File: config.mk
export PLATFORM = sky130hd
export DESIGN_NAME = resource_ownership_arbiter
export DESIGN_NICKNAME = d
export VERILOG_FILES = /design/src/rtl/ora_pkg.sv /design/src/rtl/ora_ram.sv /design/src/rtl/ora_engine.sv /design/src/rtl/resource_ownership_arbiter.sv
export SDC_FILE = /design/constraint.sdc
export NUM_CORES = 2
export LEC_CHECK = 0
export BUFFER_PORTS_ARGS = -buffer_cell sky130_fd_sc_hd__buf_2
export CAP_MARGIN = 40
export CORE_MARGIN = 2
export CORE_UTILIZATION = 50
export DETAILED_ROUTE_END_ITERATION = 7
export GPL_TIMING_DRIVEN = 0
export PLACE_DENSITY = 0.66
export SLEW_MARGIN = 20
export SYNTH_ARGS = -nofsm -noshare
export SYNTH_HDL_FRONTEND = slang
export SYNTH_SLANG_ARGS = --single-unit
export TNS_END_PERCENT = 10
File: constraint.sdc
create_clock -name clk -period 13.75 [get_ports clk]
set_input_delay 1.375 -clock clk [delete_from_list [all_inputs] [get_ports clk]]
set_output_delay 1.375 -clock clk [all_outputs]
set_load 0.03 [all_outputs]
File: src/rtl/ora_pkg.sv
// shared types and constants for the resource ownership arbiter
package ora_pkg;

  localparam int DEF_TABLE_SLOTS = 16;
  localparam int FIELD_W         = 32;

  typedef enum logic [2:0] {
    OUT_NEW     = 3'd0,
    OUT_ALREADY = 3'd1,
    OUT_TAKEN   = 3'd2,
    OUT_DENIED  = 3'd3,
    OUT_FULL    = 3'd4
  } outcome_t;

  // one ownership record, also the request payload
  typedef struct packed {
    logic [FIELD_W-1:0] owner;
    logic [FIELD_W-1:0] res_id;
    logic [FIELD_W-1:0] res_type;
  } entry_t;

  typedef struct packed {
    logic [FIELD_W-1:0] holder;
    outcome_t           outcome;
    logic               granted;
  } result_t;

  localparam int ENTRY_W  = $bits(entry_t);
  localparam int RESULT_W = $bits(result_t);

endpackage

File: src/rtl/ora_ram.sv
// generic single write port ram with registered read
module ora_ram #(
  parameter int WIDTH = 8,
  parameter int DEPTH = 16,
  localparam int AW = (DEPTH > 1) ? $clog2(DEPTH) : 1
) (
  input  logic             clk,
  input  logic             we,
  input  logic [AW-1:0]    waddr,
  input  logic [WIDTH-1:0] wdata,
  input  logic [AW-1:0]    raddr,
  output logic [WIDTH-1:0] rdata
);

  logic [WIDTH-1:0] mem [DEPTH];

  always_ff @(posedge clk) begin
    if (we) begin
      mem[waddr] <= wdata;
    end
    rdata <= mem[raddr];
  end

endmodule

File: src/rtl/ora_engine.sv
// table scan, decision and write-back sequencer around the record ram
module ora_engine import ora_pkg::*; #(
  parameter int TABLE_SLOTS = DEF_TABLE_SLOTS,
  localparam int IW = (TABLE_SLOTS > 1) ? $clog2(TABLE_SLOTS) : 1,
  localparam int CW = $clog2(TABLE_SLOTS + 1)
) (
  input  logic    clk,
  input  logic    rst,
  input  logic    req_valid,
  output logic    req_ready,
  input  entry_t  req,
  input  logic    takeover_mode,
  output logic    res_valid,
  input  logic    res_ready,
  output result_t res
);

  typedef enum logic [1:0] {
    ST_IDLE,
    ST_SCAN,
    ST_DONE
  } state_t;

  state_t state;

  entry_t           cur;
  logic [CW-1:0]    issue_cnt;
  logic             rd_live;
  logic [IW-1:0]    rd_idx;
  logic             vld_q;
  logic             have_free;
  logic [IW-1:0]    first_free;
  logic [TABLE_SLOTS-1:0] vld;

  entry_t           rdata;
  logic [ENTRY_W-1:0] rdata_raw;
  logic             we;
  logic [IW-1:0]    waddr;
  entry_t           wdata;
  logic [IW-1:0]    raddr;
  logic             issuing;
  logic [FIELD_W-1:0] rd_owner;
  logic             slot_match;
  logic             scan_end;
  logic             finish;
  result_t          res_next;

  ora_ram #(
    .WIDTH (ENTRY_W),
    .DEPTH (TABLE_SLOTS)
  ) u_ram (
    .clk   (clk),
    .we    (we),
    .waddr (waddr),
    .wdata (wdata),
    .raddr (raddr),
    .rdata (rdata_raw)
  );

  assign rdata     = entry_t'(rdata_raw);
  assign raddr     = issue_cnt[IW-1:0];
  assign issuing   = (state == ST_SCAN) && (issue_cnt != CW'(TABLE_SLOTS));
  // slot never written since reset reads as free
  assign rd_owner  = vld_q ? rdata.owner : '0;
  assign slot_match = rd_live && (rd_owner != '0) &&
                      (rdata.res_type == cur.res_type) && (rdata.res_id == cur.res_id);
  assign scan_end  = !rd_live && (issue_cnt == CW'(TABLE_SLOTS));
  assign req_ready = (state == ST_IDLE);
  assign res_valid = (state == ST_DONE);
  assign wdata     = cur;

  always_comb begin
    we       = 1'b0;
    waddr    = rd_idx;
    finish   = 1'b0;
    res_next = res;
    if (state == ST_SCAN) begin
      if (slot_match) begin
        finish = 1'b1;
        if (rdata.owner == cur.owner) begin
          res_next = '{holder: cur.owner, outcome: OUT_ALREADY, granted: 1'b1};
        end else if (takeover_mode) begin
          we       = 1'b1;
          res_next = '{holder: cur.owner, outcome: OUT_TAKEN, granted: 1'b1};
        end else begin
          res_next = '{holder: rdata.owner, outcome: OUT_DENIED, granted: 1'b0};
        end
      end else if (scan_end) begin
        finish = 1'b1;
        if (have_free) begin
          we       = 1'b1;
          waddr    = first_free;
          res_next = '{holder: cur.owner, outcome: OUT_NEW, granted: 1'b1};
        end else begin
          res_next = '{holder: '0, outcome: OUT_FULL, granted: 1'b0};
        end
      end
    end
  end

  always_ff @(posedge clk) begin
    if (rst) begin
      state     <= ST_IDLE;
      vld       <= '0;
      rd_live   <= 1'b0;
      have_free <= 1'b0;
      issue_cnt <= '0;
    end else begin
      case (state)
        ST_IDLE: begin
          if (req_valid) begin
            state     <= ST_SCAN;
            issue_cnt <= '0;
            rd_live   <= 1'b0;
            have_free <= 1'b0;
          end
        end
        ST_SCAN: begin
          rd_live <= issuing;
          if (issuing) begin
            issue_cnt <= issue_cnt + CW'(1);
          end
          if (rd_live && (rd_owner == '0) && !have_free) begin
            have_free <= 1'b1;
          end
          if (we) begin
            vld[waddr] <= 1'b1;
          end
          if (finish) begin
            state <= ST_DONE;
          end
        end
        ST_DONE: begin
          if (res_ready) begin
            state <= ST_IDLE;
          end
        end
        default: state <= ST_IDLE;
      endcase
    end
  end

  // payload, no reset needed
  always_ff @(posedge clk) begin
    if (req_valid && req_ready) begin
      cur <= req;
    end
    rd_idx <= raddr;
    vld_q  <= vld[raddr];
    if (rd_live && (rd_owner == '0) && !have_free) begin
      first_free <= rd_idx;
    end
    if (finish) begin
      res <= res_next;
    end
  end

endmodule

File: src/rtl/resource_ownership_arbiter.sv
// resource ownership arbiter: one request in, one grant/deny result out
// the record ram is scanned one slot per cycle from request transfer until a match
//   or the end of the table; a match ends the scan early
// a new request is taken only after the engine has handed on the result of the last one
// reset: rst clears control, takeover_mode and all slot valid bits; the table
//   reads as all free right after reset with no clearing pass
module resource_ownership_arbiter import ora_pkg::*; #(
  parameter int TABLE_SLOTS = DEF_TABLE_SLOTS
) (
  input  logic        clk,
  input  logic        rst,
  input  logic        cfg_valid,
  output logic        cfg_ready,
  input  logic        cfg_data,   // takeover_mode
  input  logic        s_tvalid,
  output logic        s_tready,
  input  logic [95:0] s_tdata,    // res_type[31:0], res_id[63:32], requester[95:64]
  output logic        m_tvalid,
  input  logic        m_tready,
  output logic [39:0] m_tdata     // granted[0], outcome[3:1], holder[35:4], zero[39:36]
);

  logic    takeover_mode;
  logic    res_valid;
  logic    res_ready;
  result_t res;
  result_t out_res;
  entry_t  req;

  assign cfg_ready = 1'b1;
  assign req       = entry_t'(s_tdata);

  ora_engine #(
    .TABLE_SLOTS (TABLE_SLOTS)
  ) u_engine (
    .clk           (clk),
    .rst           (rst),
    .req_valid     (s_tvalid),
    .req_ready     (s_tready),
    .req           (req),
    .takeover_mode (takeover_mode),
    .res_valid     (res_valid),
    .res_ready     (res_ready),
    .res           (res)
  );

  // output register frees the engine while a result waits
  assign res_ready = !m_tvalid || m_tready;

  always_ff @(posedge clk) begin
    if (rst) begin
      takeover_mode <= 1'b0;
      m_tvalid      <= 1'b0;
    end else begin
      if (cfg_valid) begin
        takeover_mode <= cfg_data;
      end
      if (res_ready) begin
        m_tvalid <= res_valid;
      end
    end
  end

  always_ff @(posedge clk) begin
    if (res_ready && res_valid) begin
      out_res <= res;
    end
  end

  assign m_tdata = {4'd0, out_res};

  a_one_in_flight: assert property (@(posedge clk) disable iff (rst)
    s_tvalid && s_tready |=> !s_tready)
    else $error("request taken while scan busy");

  a_outcome_code: assert property (@(posedge clk) disable iff (rst)
    m_tvalid |-> (m_tdata[3:1] == OUT_NEW || m_tdata[3:1] == OUT_ALREADY ||
                  m_tdata[3:1] == OUT_TAKEN || m_tdata[3:1] == OUT_DENIED ||
                  m_tdata[3:1] == OUT_FULL))
    else $error("bad outcome code");

  a_grant_match: assert property (@(posedge clk) disable iff (rst)
    m_tvalid |-> (m_tdata[0] == (m_tdata[3:1] == OUT_NEW || m_tdata[3:1] == OUT_ALREADY ||
                                 m_tdata[3:1] == OUT_TAKEN)))
    else $error("granted flag disagrees with outcome");

  a_full_holder: assert property (@(posedge clk) disable iff (rst)
    m_tvalid && (m_tdata[3:1] == OUT_FULL) |-> (m_tdata[35:4] == '0))
    else $error("holder nonzero on full table");

endmodule
==> reports/metrics.cfg <==
[floorplanning]
die_w_um = 372
core_area_sq_um = 135000
dieArea_sq_um = 138000
start_util = 0.502
rows = 135
io_pins = 145
die_y_um = 372

[critical_path]
crit_fanout = 17
r2r-start = u_engine.cur[3]
reg2regPathDepth = 11
critPathLaunchType = register
path_class = reg -> reg
crit_arrival_ns = 5.73
r2r_end = u_engine.u_ram.mem[7][24]
cp_data_required_time_ns = 14.24
cp-end-kind = register
r2r_setup_slack_ns = 8.51

[power_and_ir_drop]
leakage_nw = 24.7
p_per_area_nw_per_um2 = 141
p_total_mw = 11.2
peakVddDrop_mv = 0.133

[place]
portBuffers = 139
post_dp_cell_area_sq_um = 73900
gp_congestion = 0.841
hpwl_mm = 108

[finish]
final_common_cell = edfxtp_1
drive_gt1_frac = 0.317
postLayoutCellArea_sq_um = 79600
antenna_cells = 0
final_cell_mix = edfxtp_1, mux4_2, clkbuf_16
syn2layout_area_growth_pct = 17.5
post-route-util = 0.590
layout.nets = 3394

[min_path]
hold_depth = 0
hold_start = u_engine.issue_cnt[1]
timing.hold.worst_endpoint = u_engine.rd_idx[1]
worstHoldPathType = reg -> reg

[global_routing]
grt_pass1_vias = 32879
grt_max_degree = 58
grt_pass1_wl_mm = 237
antenna_found_initial = 2
grt.total_usage = 0.243
grt_overflow = 0

[clock_tree]
htreeDepth = 4
cts_resized = 0
clkSinkCount = 1836
cts_tree = yes
cts_hold_buf = 0
clock_latency_ns = 0.79
post_cts_buffers = 0
cts_made_buffers = 174
cts.clk_slew.worst_paths_ns = 0.06
clock-root-buffer = clkbuf_16
cts_buffer_depth = 3

[synthesis]
syn_area_per_cell_sq_um = 24.2
synth_async_sr_flop_share = 0
ys_seq_area_frac = 0.795
synth_edf_count = 1708
ys_types = 50
synthFlopType = edfxtp_1
syn_area_sq_um = 67700
ys_warn_count = 0
syn_inst = 2797
ys_ff_latch = 1836

[sta]
slew_headroom = 0.409
rsz0062_at_grt = false
whs_ns = 0.384
fin_crit_sh = 0.381
hold_viol = 0
clock.fmax_mhz = 191
worst_pin_slew_ns = 0.886
fin_tns_setup_ns = 0
finClkSkew_ns = 0.0214
setup_viol = 0
drv_slew = 0
fin_crit_ns = 5.24

[outcome]
status = complete, no violations

[drt]
routed_wl_mm = 166
drcViolationCount = 0
drt_first_pass_iters = 6
drt-initial-drc-count = 4106
wl_per_cell_um = 31.7
viasPerCell = 6.16
ant_nets = 0
vias = 32161

[flow_run]
drv_cap = 0

## final cells by class
class / count / area [sq um]
Buffer: 128 / 564
Clock buffer: 256 / 4960
Clock inverter: 70 / 553
Fill cell: 9142 / 55400
Inverter: 22 / 90.1
Multi-Input combinational cell: 814 / 13400
Sequential cell: 1836 / 53900
Tap cell: 1781 / 2230
Timing Repair Buffer: 314 / 3960
## synthesized netlist by cell type (22+ instances only)
cell type	instances	area share
a22o_1	33	0.0043
dfxtp_1	128	0.038
inv_1	22	0.0012
buf_1	26	0.0014
nor4_1	23	0.0021
mux4_2	485	0.16
nand2b_1	22	0.0020
clkbuf_1	89	0.0049
a21oi_1	23	0.0017
nor2_1	25	0.0014
edfxtp_1	1708	0.76
xor2_1	37	0.0048
xnor2_1	42	0.0054
## power by group
part / internal (mW) / switching [mW] / total, mW / leakage, nW
Clock: 2.65 / 1.99 / 4.63 / 2.68
Combinational: 0.176 / 0.186 / 0.362 / 5.56
Sequential: 6.14 / 0.0947 / 6.24 / 16.4
Total: 8.97 / 2.27 / 11.2 / 24.7
## kinds of logic (layout without fill, tap and decap cells)
kind of cell,count (synthesis),after routing,share of synthesized area
AOI/OAI and AO/OA,102,102,0.0110
xor gates and xnor gates,79,79,0.0102
adders and majority gates,2,2,0.000370
buffers and inverters,150,790,0.00931
DFF,1836,1836,0.795
muxes,486,486,0.161
other,2,5,0.000111
and+or+nand+nor,140,140,0.0122
## routing by layer
layer | GRT usage | part of all wire | vias up
met4 | 0.0675 | 0.025 | 0
li1 | - | - | 12961
met5 | 0 | 0 | -
met1 | 0.336 | 0.39 | 17197
met2 | 0.399 | 0.50 | 1704
met3 | 0.0487 | 0.086 | 299
## worst max-delay path: stages (launching register included)
cell and delay, ns:
edfxtp_1 0.61, xnor2_1 0.55, nand4_1 0.33, nor4_1 0.70
nand4_2 0.41, or4_1 0.64, o21ba_2 0.31, nor2_4 0.54
buf_16 0.24, buf_16 0.18, buf_16 0.18, buf_16 0.18
## state kept, by name, summed over array words and instances (netlist names), 4 cells and up
name and count:
u_engine.rd_idx 4, u_engine.u_ram.rdata 96, u_engine.vld 16, u_engine.cur 96, u_engine.u_ram.mem 1536, u_engine.res 36
m_tdata 36, u_engine.first_free 4, u_engine.issue_cnt 5
## per-stage QoR
stage          std cells  setup slack, ns
3_3_place_gp        4720           -0.442
5_1_grt             5221             8.36
6_report            5221             8.51
2_1_floorplan       2800             6.77
4_1_cts             5210             8.56
3_5_place_dp        4884             8.58
## how the worst max path moves through the flow
| stage | startpoint | endpoint | slack [ns] | cells past startpoint |
|---|---|---|---|---|
| after floorplan | u_engine.issue_cnt[0] | u_engine.u_ram.mem[2][0] | 6.77 | 12 |
| after global placement | u_engine.cur[61] | u_engine.u_ram.mem[10][23] | -0.44 | 7 |
| after detailed placement | u_engine.cur[52] | u_engine.u_ram.mem[7][22] | 8.58 | 11 |
| after CTS | u_engine.cur[3] | u_engine.u_ram.mem[7][23] | 8.56 | 11 |
| after global routing | u_engine.cur[3] | u_engine.u_ram.mem[7][24] | 8.36 | 11 |
| final | u_engine.cur[3] | u_engine.u_ram.mem[7][24] | 8.51 | 11 |
No activity file was read; power rests on OpenSTA's default activity.
